<file path="src/hw/rtl/xtea_pkg.sv">
// XTEA package: lane and key types, the round constant and the mixing function.
// Used by xtea_round_cell and xtea_block_encrypt_decrypt_core; no dependencies.
package xtea_pkg;

   localparam logic [31:0] XTEA_DELTA = 32'h9E37_79B9;
   localparam int unsigned KEY_WORDS  = 4;
   localparam int unsigned CSR_INDEX_W = 8;

   typedef enum logic {
      OP_ENCRYPT = 1'b0,
      OP_DECRYPT = 1'b1
   } opcode_type;

   typedef logic [KEY_WORDS-1:0][31:0] key_type;

   // One block in flight between pipeline stages
   typedef struct packed {
      logic       valid;
      opcode_type op;
      logic [31:0] v0;
      logic [31:0] v1;
   } lane_type;

   // ((v << 4) ^ (v >> 5)) + v, modulo 2^32
   function automatic logic [31:0] xtea_mix(input logic [31:0] v);
      return ({v[27:0], 4'b0000} ^ {5'b00000, v[31:5]}) + v;
   endfunction

endpackage

</file>
<file path="src/hw/rtl/xtea_round_cell.sv">
// XTEA round cell: one full cycle (two half-rounds) over two register stages.
// Depends on xtea_pkg; the round sums are fixed per cell from its position.
module xtea_round_cell #(
   parameter int unsigned CYCLES = 32,
   parameter int unsigned IDX    = 0
) (
   input  logic              clock,
   input  logic              reset,
   input  logic              advance,
   input  xtea_pkg::key_type key,
   input  xtea_pkg::lane_type lane_in,
   output xtea_pkg::lane_type lane_out
);
   import xtea_pkg::*;

   // Round sums of this cell for each direction
   localparam logic [31:0] ENC_SUM_A = 32'(64'(XTEA_DELTA) * 64'(IDX));
   localparam logic [31:0] ENC_SUM_B = 32'(64'(XTEA_DELTA) * 64'(IDX + 1));
   localparam logic [31:0] DEC_SUM_A = 32'(64'(XTEA_DELTA) * 64'(CYCLES - IDX));
   localparam logic [31:0] DEC_SUM_B = 32'(64'(XTEA_DELTA) * 64'(CYCLES - IDX - 1));
   localparam logic [1:0]  ENC_KEY_A = ENC_SUM_A[1:0];
   localparam logic [1:0]  ENC_KEY_B = ENC_SUM_B[12:11];
   localparam logic [1:0]  DEC_KEY_A = DEC_SUM_A[12:11];
   localparam logic [1:0]  DEC_KEY_B = DEC_SUM_B[1:0];

   lane_type    mid_ff, mid_in;
   lane_type    out_ff, out_in;
   logic [31:0] a_src, a_tgt, a_rk, a_f, a_new;
   logic [31:0] b_src, b_tgt, b_rk, b_f, b_new;
   logic        a_dec, b_dec;

   // First half-round: encrypt updates v0, decrypt updates v1
   always_comb begin
      a_dec  = (lane_in.op == OP_DECRYPT);
      a_src  = a_dec ? lane_in.v0 : lane_in.v1;
      a_tgt  = a_dec ? lane_in.v1 : lane_in.v0;
      a_rk   = a_dec ? (DEC_SUM_A + key[DEC_KEY_A]) : (ENC_SUM_A + key[ENC_KEY_A]);
      a_f    = xtea_mix(a_src) ^ a_rk;
      a_new  = a_dec ? (a_tgt - a_f) : (a_tgt + a_f);
      mid_in = lane_in;
      if (a_dec) begin
         mid_in.v1 = a_new;
      end else begin
         mid_in.v0 = a_new;
      end
   end

   // Second half-round: encrypt updates v1, decrypt updates v0
   always_comb begin
      b_dec  = (mid_ff.op == OP_DECRYPT);
      b_src  = b_dec ? mid_ff.v1 : mid_ff.v0;
      b_tgt  = b_dec ? mid_ff.v0 : mid_ff.v1;
      b_rk   = b_dec ? (DEC_SUM_B + key[DEC_KEY_B]) : (ENC_SUM_B + key[ENC_KEY_B]);
      b_f    = xtea_mix(b_src) ^ b_rk;
      b_new  = b_dec ? (b_tgt - b_f) : (b_tgt + b_f);
      out_in = mid_ff;
      if (b_dec) begin
         out_in.v0 = b_new;
      end else begin
         out_in.v1 = b_new;
      end
   end

   // Valid bits: clear on reset, move with the chain
   always_ff @(posedge clock) begin
      if (reset) begin
         mid_ff.valid <= 1'b0;
         out_ff.valid <= 1'b0;
      end else if (advance) begin
         mid_ff.valid <= mid_in.valid;
         out_ff.valid <= out_in.valid;
      end
   end

   // Payload: advance with the chain, hold while stalled
   always_ff @(posedge clock) begin
      if (advance) begin
         mid_ff.op <= mid_in.op;
         mid_ff.v0 <= mid_in.v0;
         mid_ff.v1 <= mid_in.v1;
         out_ff.op <= out_in.op;
         out_ff.v0 <= out_in.v0;
         out_ff.v1 <= out_in.v1;
      end
   end

   assign lane_out = out_ff;

endmodule

</file>
<file path="config.mk">
export PLATFORM = sky130hd
export DESIGN_NAME = xtea_round_cell
export DESIGN_NICKNAME = d
export VERILOG_FILES = /design/src/hw/rtl/xtea_pkg.sv /design/src/hw/rtl/xtea_round_cell.sv
export SDC_FILE = /design/constraint.sdc
export NUM_CORES = 1
export LEC_CHECK = 0
export ABC_CLOCK_PERIOD_IN_PS = 24100
export BUFFER_PORTS_ARGS = -buffer_cell sky130_fd_sc_hd__buf_2
export CORE_ASPECT_RATIO = 1.2
export CORE_MARGIN = 2
export CORE_UTILIZATION = 50
export CTS_CLUSTER_SIZE = 14
export DETAILED_ROUTE_END_ITERATION = 7
export GPL_TIMING_DRIVEN = 0
export PLACE_DENSITY = 0.71
export SYNTH_ARGS = -nofsm -noshare
export SYNTH_HDL_FRONTEND = slang
export SYNTH_SLANG_ARGS = --single-unit
export TNS_END_PERCENT = 30
</file>
<file path="constraint.sdc">
create_clock -name clock -period 24.1 [get_ports clock]
set_clock_uncertainty 0.2 [all_clocks]
set_input_delay 3.615 -clock clock [delete_from_list [all_inputs] [get_ports clock]]
set_output_delay 3.615 -clock clock [all_outputs]
set_load 0.01 [all_outputs]
</file>
==> results.py, run 1 <==
metrics = {
    "sta": {
        "fin_crit_ps": 14060,
        "hold_ws_ps": 306.3,
        "fin_setup_tns_ps": 0,
        "worst_slew_pin_slew_ps": 1185,
        "post-route-period-util_pct": 58.32,
        "drv_slew": 0,
        "max_freq_ghz": 0.07115,
        "final-hold-violation-count": 0,
        "slew_headroom_pct": 20.99,
        "final-setup-viol-count": 0,
        "rsz0062_at_grt": "no",
    },
    "floorplanning": {
        "start_util_pct": 50.68,
        "dieArea_um2": 36910,
        "coreArea_um2": 34910,
        "fp.dieH_um": 210.1,
        "num_io_pins": 263,
        "row_count": 75,
        "die_w_um": 175.7,
    },
    "cts": {
        "cts_setup_buffers": 0,
        "hold_buffers": 0,
        "clock_path_buffers": 2,
        "clock_sinks": 132,
        "cts_tree": "built",
        "root_buffer": "clkbuf_16",
        "numCtsBuffers": 17,
        "h-tree-depth": 4,
        "clk_latency_ps": 440,
        "cts_resized": 0,
        "clkSlewWorstSetupHoldPaths_ps": 60,
    },
    "setup_path": {
        "path_depth": 36,
        "r2r_end": "lane_out[31]",
        "reg2reg_depth": 28,
        "crit_family": "buffers and inverters",
        "r2r_start": "b_dec",
        "critPathKind": "in2reg",
        "critical-path-max-stage-delay_ps": 660,
        "end_kind": "register",
        "start_kind": "primary input",
        "critPathArrivalTime_ps": 14030,
        "crit_path_top_delay_cell": "buf_1",
        "crit_path_frequent_cell": "buf_2",
        "critPathRequiredTime_ps": 24080,
        "cp_max_fo": 10,
        "crit_buf_inv": 10,
        "r2r_slack_ps": 14120,
    },
    "detailed_routing": {
        "vias": 16820,
        "ant_nets": 0,
        "wire_per_inst_um": 20.10,
        "drt-pass1-iter-count": 8,
        "first_iter_violations": 1144,
        "viasPerCell": 5.953,
        "wirelength_um": 56780,
        "drc": 0,
    },
    "layout": {
        "final_cell_area_um2": 20010,
        "drive_gt1_share_pct": 15.91,
        "diodes": 0,
        "final_net_count": 2695,
        "fillers": 3281,
        "areaGrowthSynthToFinish_pct": 13.10,
        "instances_no_fill": 2825,
    },
    "synth": {
        "ys_top_cells_by_count": "205 x xnor2_1, 169 x nand2_1, 160 x a21oi_1",
        "yosysTopAreaCell": "edfxtp_1",
        "yosys.area.top_type_share_pct": 22.06,
        "ys_seq_elements": 132,
        "syn_area_per_cell_um2": 8.413,
        "synth.most_common_cell": "xnor2_1",
        "seq_area_frac_synth_pct": 22.29,
        "yosysWarnings": 0,
        "synthCells": 2103,
        "yosysUniqueCellTypes": 89,
        "synth_nets": 2448,
        "async_flop_share_pct": 0,
        "synth_top_cells_by_area": "edfxtp_1 22%, xnor2_1 10%, ha_1 10%",
        "synthFlopType": "edfxtp_1",
        "synth_area_um2": 17690,
        "synth-edff-count": 130,
    },
    "hold_path": {
        "whs_endpoint": "lane_out[65]",
        "hold-path-cell-count": 2,
        "worstHoldPathType": "reg2reg",
        "min_from": "lane_out[65]",
    },
    "run": {
        "drv_cap": 0,
    },
    "run_status": {
        "status": "complete, no violations",
    },
    "placed_design": {
        "place_congestion": 0.9780,
        "place_area_um2": 19440,
        "io_buffers": 227,
        "place_inst": 2793,
        "dp_hpwl_um": 47330,
    },
    "global_routing": {
        "grt_max_degree": 87,
        "grt_pass1_vias": 16640,
        "gr-usage-all-layers_pct": 30.39,
        "antenna_found_initial": 0,
        "grt_pass1_wl_um": 87510,
        "overflow": 0,
    },
}
layout make-up:
cell class	instances	area, um2	area share, %
clock inverter	15	145.1	0.7253
timing repair buffer	228	1170	5.846
buffer	72	281.5	1.407
clock buffer	17	425.4	2.126
tap	462	578.1	2.889
multi-input combinational	1828	13200	65.97
sequential	132	3944	19.71
inverter	71	266.5	1.332
kinds of logic after synthesis:
logic type	synth area share, %
mux	5.848
buf+inv	3.097
xor+xnor	16.82
compound gates	23.34
flops	22.29
simple gates	17.86
fa+ha+maj	10.73
metal layers:
layer,part of all wire [%],GRT usage [%]
met5,0,0
met4,4.6,14.14
met3,4.5,2.688
met2,50,55.93
met1,41,35.51
worst max-delay path by stage:
stage	end	slack, ps	from
final	mid_ff[63]	10040	lane_in[64]
after global routing	mid_ff[63]	9690	lane_in[64]
after CTS	mid_ff[63]	10330	lane_in[64]
after detailed placement	mid_ff[63]	9870	lane_in[64]
after global placement	mid_ff[63]	9850	lane_in[64]
after floorplan	mid_ff[61]	12930	lane_in[64]
flip-flops by register name, summed over array words and instances (netlist names):
signal,count
mid_ff,65
b_dec,1
lane_out,66
metrics by stage:
stage	utilization (%)	worst slack, ps
4_1_cts	57.33	10330
5_1_grt	57.33	9693
2_1_floorplan	-	12930
6_report	57.33	10040
3_3_place_gp	55.60	9854
3_5_place_dp	55.69	9871
worst reg2reg max path, delay by kind of cell, from the launching register on:
family / cells / cell delay (ps)
compound gates: 12 / 3530
simple gates: 7 / 1790
buf+inv: 3 / 1630
fa+ha+maj: 3 / 1230
flops: 1 / 870
xor+xnor: 3 / 530
layout by cell type, fill, tap and decap left out, drive strengths merged, types with 6 or more instances in the layout:
| cell | n |
|---|---|
| o21bai | 47 |
| a41oi | 12 |
| nand2 | 169 |
| buf | 258 |
| a21oi | 161 |
| ha | 143 |
| o2111ai | 7 |
| mux2i | 20 |
| a31oi | 38 |
| a211o | 7 |
| or2 | 16 |
| mux2 | 73 |
| o211ai | 18 |
| nor3 | 38 |
| and4 | 7 |
| nor3b | 13 |
| and3 | 19 |
| nand4 | 14 |
| o21ai | 163 |
| and2 | 29 |
| xnor3 | 7 |
| edfxtp | 130 |
| a21boi | 10 |
| nor4 | 12 |
| a31o | 6 |
| clkbuf | 59 |
| a21o | 79 |
| or3 | 21 |
| o21a | 23 |
| xor2 | 106 |
| or4 | 8 |
| xnor2 | 205 |
| inv | 79 |
| o31ai | 9 |
| nor2b | 49 |
| nand3 | 43 |
| nand2b | 28 |
| nor2 | 137 |
| a211oi | 15 |
Power of run 1 is left out: the tool's default activity adds up to more than one toggle a clock period on the data nets, which glitch-free logic cannot reach.
==> run 2: changes to the inputs <==
Settings changed: ABC_CLOCK_PERIOD_IN_PS 24100 to 12660, PLACE_DENSITY 0.71 to 0.74.
Clock period 24.1 ns to 12.66 ns, I/O delays scaled along.
==> results.py, run 2 (synthesized netlist as in run 1, its figures left out) <==
metrics = {
    "setup_path": {
        "critical-path-max-stage-delay_ps": 650,
        "r2r_start": "b_dec",
        "crit_path_frequent_cell": "buf_2",
        "reg2reg_depth": 28,
        "cp_max_fo": 10,
        "crit_path_top_delay_cell": "buf_1",
        "critPathKind": "in2reg",
        "critPathArrivalTime_ps": 12030,
        "r2r_end": "lane_out[31]",
        "start_kind": "primary input",
        "r2r_slack_ps": 2410,
        "crit_buf_inv": 10,
        "crit_family": "buffers and inverters",
        "critPathRequiredTime_ps": 12640,
        "end_kind": "register",
    },
    "floorplanning": {
        "row_count": 75,
        "die_w_um": 175.7,
        "num_io_pins": 263,
        "fp.dieH_um": 210.1,
        "coreArea_um2": 34910,
        "start_util_pct": 50.68,
        "dieArea_um2": 36910,
    },
    "sta": {
        "fin_setup_tns_ps": 0,
        "drv_slew": 0,
        "final-hold-violation-count": 0,
        "worst_slew_pin_slew_ps": 1252,
        "final-setup-viol-count": 0,
        "rsz0062_at_grt": "no",
        "slew_headroom_pct": 16.50,
        "post-route-period-util_pct": 95.20,
        "fin_crit_ps": 12050,
        "max_freq_ghz": 0.08297,
    },
    "global_routing": {
        "met3_usage_pct": 2.363,
        "met2_usage_pct": 55.69,
        "gr-usage-all-layers_pct": 30.04,
        "grt_pass1_vias": 16720,
        "met1_usage_pct": 35.38,
        "top_usage_layer": "met2",
        "grt_pass1_wl_um": 86950,
        "overflow": 0,
        "antenna_found_initial": 2,
        "grt_max_degree": 87,
    },
    "layout": {
        "most-common-layout-cells": "229 x buf_2, 205 x xnor2_1, 169 x nand2_1",
        "largest_reg_flops": 66,
        "layout_commonest_cell": "buf_2",
        "instances_no_fill": 2828,
        "fillers": 3268,
        "drive_gt1_share_pct": 15.79,
        "areaGrowthSynthToFinish_pct": 13.15,
        "final_net_count": 2695,
    },
    "cts": {
        "cts_resized": 0,
        "h-tree-depth": 4,
        "cts_setup_buffers": 0,
        "clock_sinks": 132,
        "root_buffer": "clkbuf_16",
        "clock_path_buffers": 2,
        "hold_buffers": 0,
        "clkSlewWorstSetupHoldPaths_ps": 60,
        "numCtsBuffers": 17,
        "cts_tree": "built",
        "clk_latency_ps": 440,
    },
    "detailed_routing": {
        "drt-pass1-iter-count": 7,
        "wirelength_um": 56790,
        "vias": 16920,
        "first_iter_violations": 1250,
        "viasPerCell": 5.982,
        "drc": 0,
        "ant_nets": 0,
        "wire_per_inst_um": 20.08,
    },
    "placed_design": {
        "dp_hpwl_um": 47130,
        "place_inst": 2793,
        "io_buffers": 227,
        "place_congestion": 0.9443,
    },
    "hold_path": {
        "whs_endpoint": "lane_out[65]",
        "worstHoldPathType": "reg2reg",
        "min_from": "lane_out[65]",
        "hold-path-cell-count": 2,
    },
    "run_status": {
        "status": "complete, no violations",
    },
    "run": {
        "drv_cap": 0,
    },
}
[run 2: worst max-delay path by stage]
stage / start / end / slack (ps) / cells past startpoint
2_1_floorplan: lane_in[64] / mid_ff[61] / 3210 / 35
3_3_place_gp: lane_in[64] / mid_ff[63] / 330 / 36
3_5_place_dp: lane_in[64] / mid_ff[63] / 340 / 36
4_1_cts: lane_in[64] / mid_ff[63] / 780 / 36
5_1_grt: lane_in[64] / mid_ff[63] / 50 / 36
6_report: lane_in[64] / mid_ff[63] / 610 / 36
[run 2: through the flow]
| step | cell area [um2] | hold slack (ps) | setup WS (ps) | util (%) |
|---|---|---|---|---|
| after global routing | 20020 | 311.3 | 50.15 | 57.34 |
| after global placement | 19410 | 269.7 | 332.8 | 55.60 |
| after floorplan | 17690 | 260.1 | 3210 | - |
| after detailed placement | 19440 | 291.6 | 336.8 | 55.69 |
| after CTS | 20010 | 303.7 | 780.8 | 57.33 |
| final | 20020 | 296.9 | 607.7 | 57.35 |
[run 2: per-layer routing]
layer | share of wire (%) | wire (um)
met1 | 40 | 22960
met2 | 51 | 28930
met3 | 4.7 | 2679
met5 | 0 | 0
met4 | 3.9 | 2227
[run 2: layout make-up]
type,instances,area (um2),area share [%]
diodes,3,7.507,0.03750
clock inverters,12,135.1,0.6750
repair buffers,228,1170,5.843
clock buffers,20,436.7,2.181
well taps,462,578.1,2.887
plain buffers,72,281.5,1.406
multi-input cells,1828,13200,65.94
inverters,71,266.5,1.331
flip-flops and latches,132,3944,19.70
[run 2: worst min-delay path, stage by stage (launching register included)]
cell and delay (ps):
dfxtp_1 330, mux2i_1 60, nor2_1 70
Power of run 2 is left out for the same reason.
